$ cat src/hdl/qspe_ram.sv
// ----------------------------------------------------------------------------
// qspe_ram
// Simple dual-port RAM: one write port, one read port, registered read.
// ----------------------------------------------------------------------------
`default_nettype none

module qspe_ram #(
    parameter int WIDTH = 8,
    parameter int DEPTH = 64
) (
    input  wire logic                     clk,
    input  wire logic                     we,
    input  wire logic [$clog2(DEPTH)-1:0] waddr,
    input  wire logic [WIDTH-1:0]         wdata,
    input  wire logic [$clog2(DEPTH)-1:0] raddr,
    output logic      [WIDTH-1:0]         rdata
);

    logic [WIDTH-1:0] mem [DEPTH];

    always_ff @(posedge clk)
    begin
        if (we)
        begin
            mem[waddr] <= wdata;
        end
        rdata <= mem[raddr];
    end

endmodule

`default_nettype wire

$ cat config.mk
export PLATFORM = sky130hd
export DESIGN_NAME = qspe_ram
export DESIGN_NICKNAME = d
export VERILOG_FILES = /design/src/hdl/qspe_ram.sv
export SDC_FILE = /design/constraint.sdc
export NUM_CORES = 1
export LEC_CHECK = 0
export BUFFER_PORTS_ARGS = -buffer_cell sky130_fd_sc_hd__buf_2
export CAP_MARGIN = 10
export CORE_MARGIN = 2
export CORE_UTILIZATION = 30
export CTS_CLUSTER_DIAMETER = 60
export DETAILED_ROUTE_END_ITERATION = 10
export PLACE_DENSITY = 0.43
export SLEW_MARGIN = 30
export SYNTH_ARGS = -nofsm -noshare
export SYNTH_HDL_FRONTEND = slang
export SYNTH_SLANG_ARGS = --single-unit
export TNS_END_PERCENT = 5
$ cat constraint.sdc
create_clock -name clk -period 4.91 [get_ports clk]
set_input_delay 0.982 -clock clk [delete_from_list [all_inputs] [get_ports clk]]
set_output_delay 0.982 -clock clk [all_outputs]
set_load 0.02 [all_outputs]
==> results.md <==
* Status: complete, no violations
* Global Route met2 Usage at 0.233
* Type of origin of the critical path: input port
* Level count of the clock H-tree at 2
* Syn nets at between 900 and 1000
* Inserted Diodes at 0
* Path type of the worst setup path: input port to flop
* Sequential-to-total area share from yosys stat at 0.770
* Final Net Count at 1020
* Synth warn at 0
* Compound-Gate Fraction of Synth Area at 0.0207
* Top-area cell type share of the netlist area at 0.762
* Syn_area_per_cell at between 20 and 25 um2
* RSZ-0062 raised after global routing: no
* Non-filler instance count after layout at 1913
* Mux cell area share after synthesis at 0.159
* DRC violations left at 0
* Post-Place Cells at 1815
* Yosys cell types at 40
* Antenna violations before repair at 4
* Clk pwr share at 0.419
* Pin count of the biggest net entering global routing at 67
* Detail Route Antenna Nets at 0
* CTS tree: built
* Area Growth Syn to Fin at 14.3%
* Crit path DAT at 3470 ps
* Internal at 7.29 mW
* Fin crit period at between 3000 and 4000 ps
* Switching share of total power at 0.217
* Starting Density at 0.302
* Top cell type by total area after synthesis: edfxtp_1
* MaxCap Viol Count at 0
* Post-cts resize count at 0
* Seq pwr share at 0.530
* Setup crit end kind: flop
* Cts hold-fix bufs at 0
* Cell with the most instances after synthesis: edfxtp_1
* VDD IR max at 0.269 mV
* Worst EP required at between 5000 and 6000 ps
* Ys async rst share at 0
* Ports at 30
* Fin. max-slew vios at 0
* CP max FO at 66
* Combinational power share at 0.051
* Core region area at ~67000 um2
* Hold WC Path Type: flop to flop
* GP Congestion at 0.746
* Final HPWL DP at 30700 um
* DIE AREA at ~70000 um2
* Hold Fails Final Rpt at 0
* Largest family of logic cells by synthesized area: multiplexers
* Number of cell rows at 95
* Clock transition at the registers of the reported paths at 70 ps
* Setup bufs post-CTS at 0
* Clk_lat worst skew at 610 ps
* Die Span X at 263 um
* CTS buffer count at 54
* Starting DRT DRC Count at between 800 and 900
* Global routing's busiest layer: met2
* Leak pwr at 7.02 nW
* Relative slew slack at 0.356
* Clock root buffer: clkbuf_16
* Die height at 263 um
* Post-synth EDFFs at 512
* First-pass GRT wire length at 74200 um
* Sw power at 2.02 mW
* Port-buffer cells at 29
* PD cells at 404 nW/um2
* GR Overflow Total at 0
* Top_reg_cell synth: edfxtp_1
* Synth top cells by count: edfxtp_1 (512), mux4_2 (126), nor2_1 (83)
* Design area at 23000 um2
* Via-to-Cell Ratio at 4.92
* Fmax at 332 MHz
* Share of layout cells above drive strength 1 at 0.275
* Worst Clk Skew at roughly 15 ps
* #FFs+latches synth at 520
* Xor and xnor fraction of the mapped netlist area at 0
* Clock Tree Buf Depth at 3
* Cell count after synthesis at 940
* Slew @ Worst Pin at just under 1000 ps
* Met3 Use GR at 0.0227
* Routed length per instance at 26.3 um
* Dpl cell area at 21400 um2
* Total GRT Usage at 0.148
* Final WL at 50400 um
* CTS Sinks at 520
* Fin crit share at 0.613
* Simple-Gate Fraction of Synth Area at 0.0339
* Setup TNS Final at 0 ps
* Final setup fails at 0
* Post-synthesis adder-cell area fraction at 0
* GRT met1 Usage at 0.212
* Largest cells by area after synthesis: edfxtp_1 (76%), mux4_2 (14%), nor2_1 (1.5%)
* Vias in the first global route at 10000
* Post-Syn Area at between 20000 and 25000 um2
* DR pass1 iterations at 5
* DR vias at approximately 9400
[cell usage in the layout, fill, tap and decap left out, types with 3 or more instances in the layout]
| cell type | synthesis | routed |
|---|---|---|
| nand3_1 | 13 | 13 |
| a211oi_1 | 4 | 4 |
| mux4_2 | 126 | 126 |
| a221oi_1 | 6 | 6 |
| buf_4 | 13 | 23 |
| nor2_2 | 0 | 19 |
| edfxtp_1 | 512 | 512 |
| o2111ai_1 | 3 | 3 |
| o2bb2ai_1 | 3 | 3 |
| o221ai_1 | 8 | 8 |
| buf_12 | 2 | 3 |
| mux2_2 | 13 | 13 |
| clkinv_2 | 0 | 10 |
| mux2i_1 | 23 | 23 |
| nand2b_1 | 7 | 7 |
| clkbuf_16 | 0 | 57 |
| a21oi_1 | 3 | 3 |
| dfxtp_1 | 8 | 8 |
| o22ai_1 | 8 | 8 |
| clkinv_1 | 0 | 15 |
| nor2b_1 | 14 | 14 |
| nor3_1 | 7 | 5 |
| a22oi_1 | 3 | 3 |
| buf_2 | 11 | 26 |
| nand2_1 | 19 | 19 |
| nor2_1 | 83 | 64 |
| clkbuf_1 | 17 | 12 |
| nand3b_1 | 3 | 3 |
[power by group through the flow]
stage | Combinational, mW | Sequential [mW] | Clock [mW]
floorplan | 0.262 | 5.03 | 0
finish | 0.475 | 4.94 | 3.90
CTS | 0.490 | 4.94 | 4.00
global route | 0.513 | 4.94 | 4.17
detailed placement | 0.489 | 5.03 | 0
global placement | 0.483 | 5.03 | 0
[per-layer routing]
layer,share of wire,routed length (um)
met1,0.47,23500
met2,0.47,23600
met3,0.044,2190
met4,0.019,971
met5,0.00014,7
[kinds of logic after synthesis]
family          after synthesis
flops                       520
mux                         162
simple gates                153
compound gates               54
buf+inv                      51
[state kept, by name (all words and copies together), names as in the netlist]
signal,cells
rdata,8
mem,512
[worst max-delay path, cell delays in order]
cell and delay [ps]:
clkbuf_8 600, mux4_2 630, mux4_2 520, o21ai_0 480, nand2_1 110
[path summary, 6_finish.rpt]
kind / startpoint / cells after the start / slack [ps] / to
min reg2reg: mem[31][6] / 3 / 850 / rdata[6]
min: mem[31][6] / 3 / 850 / rdata[6]
max: raddr[0] / 5 / 1900 / rdata[7]
max reg2reg: mem[21][4] / 5 / 2730 / rdata[4]
[cell type report]
class | instances | area, um2
Fill cell | 6339 | 43800
Clock inverter | 29 | 184
Tap cell | 873 | 1090
Clock buffer | 69 | 1470
Sequential cell | 520 | 15500
Multi-Input combinational cell | 369 | 4390
Timing Repair Buffer | 53 | 377
[through the flow]
| step | total power, mW | hold slack, ps | utilization | setup WS, ps |
|---|---|---|---|---|
| 2_1_floorplan | 5.29 | 718 | - | 2260 |
| 3_5_place_dp | 5.52 | 839 | 0.320 | 1250 |
| 4_1_cts | 9.43 | 823 | 0.345 | 1890 |
| 3_3_place_gp | 5.51 | 787 | 0.319 | 1220 |
| 6_report | 9.31 | 846 | 0.345 | 1900 |
| 5_1_grt | 9.62 | 858 | 0.345 | 1810 |
No activity file was read; power rests on OpenSTA's default activity.
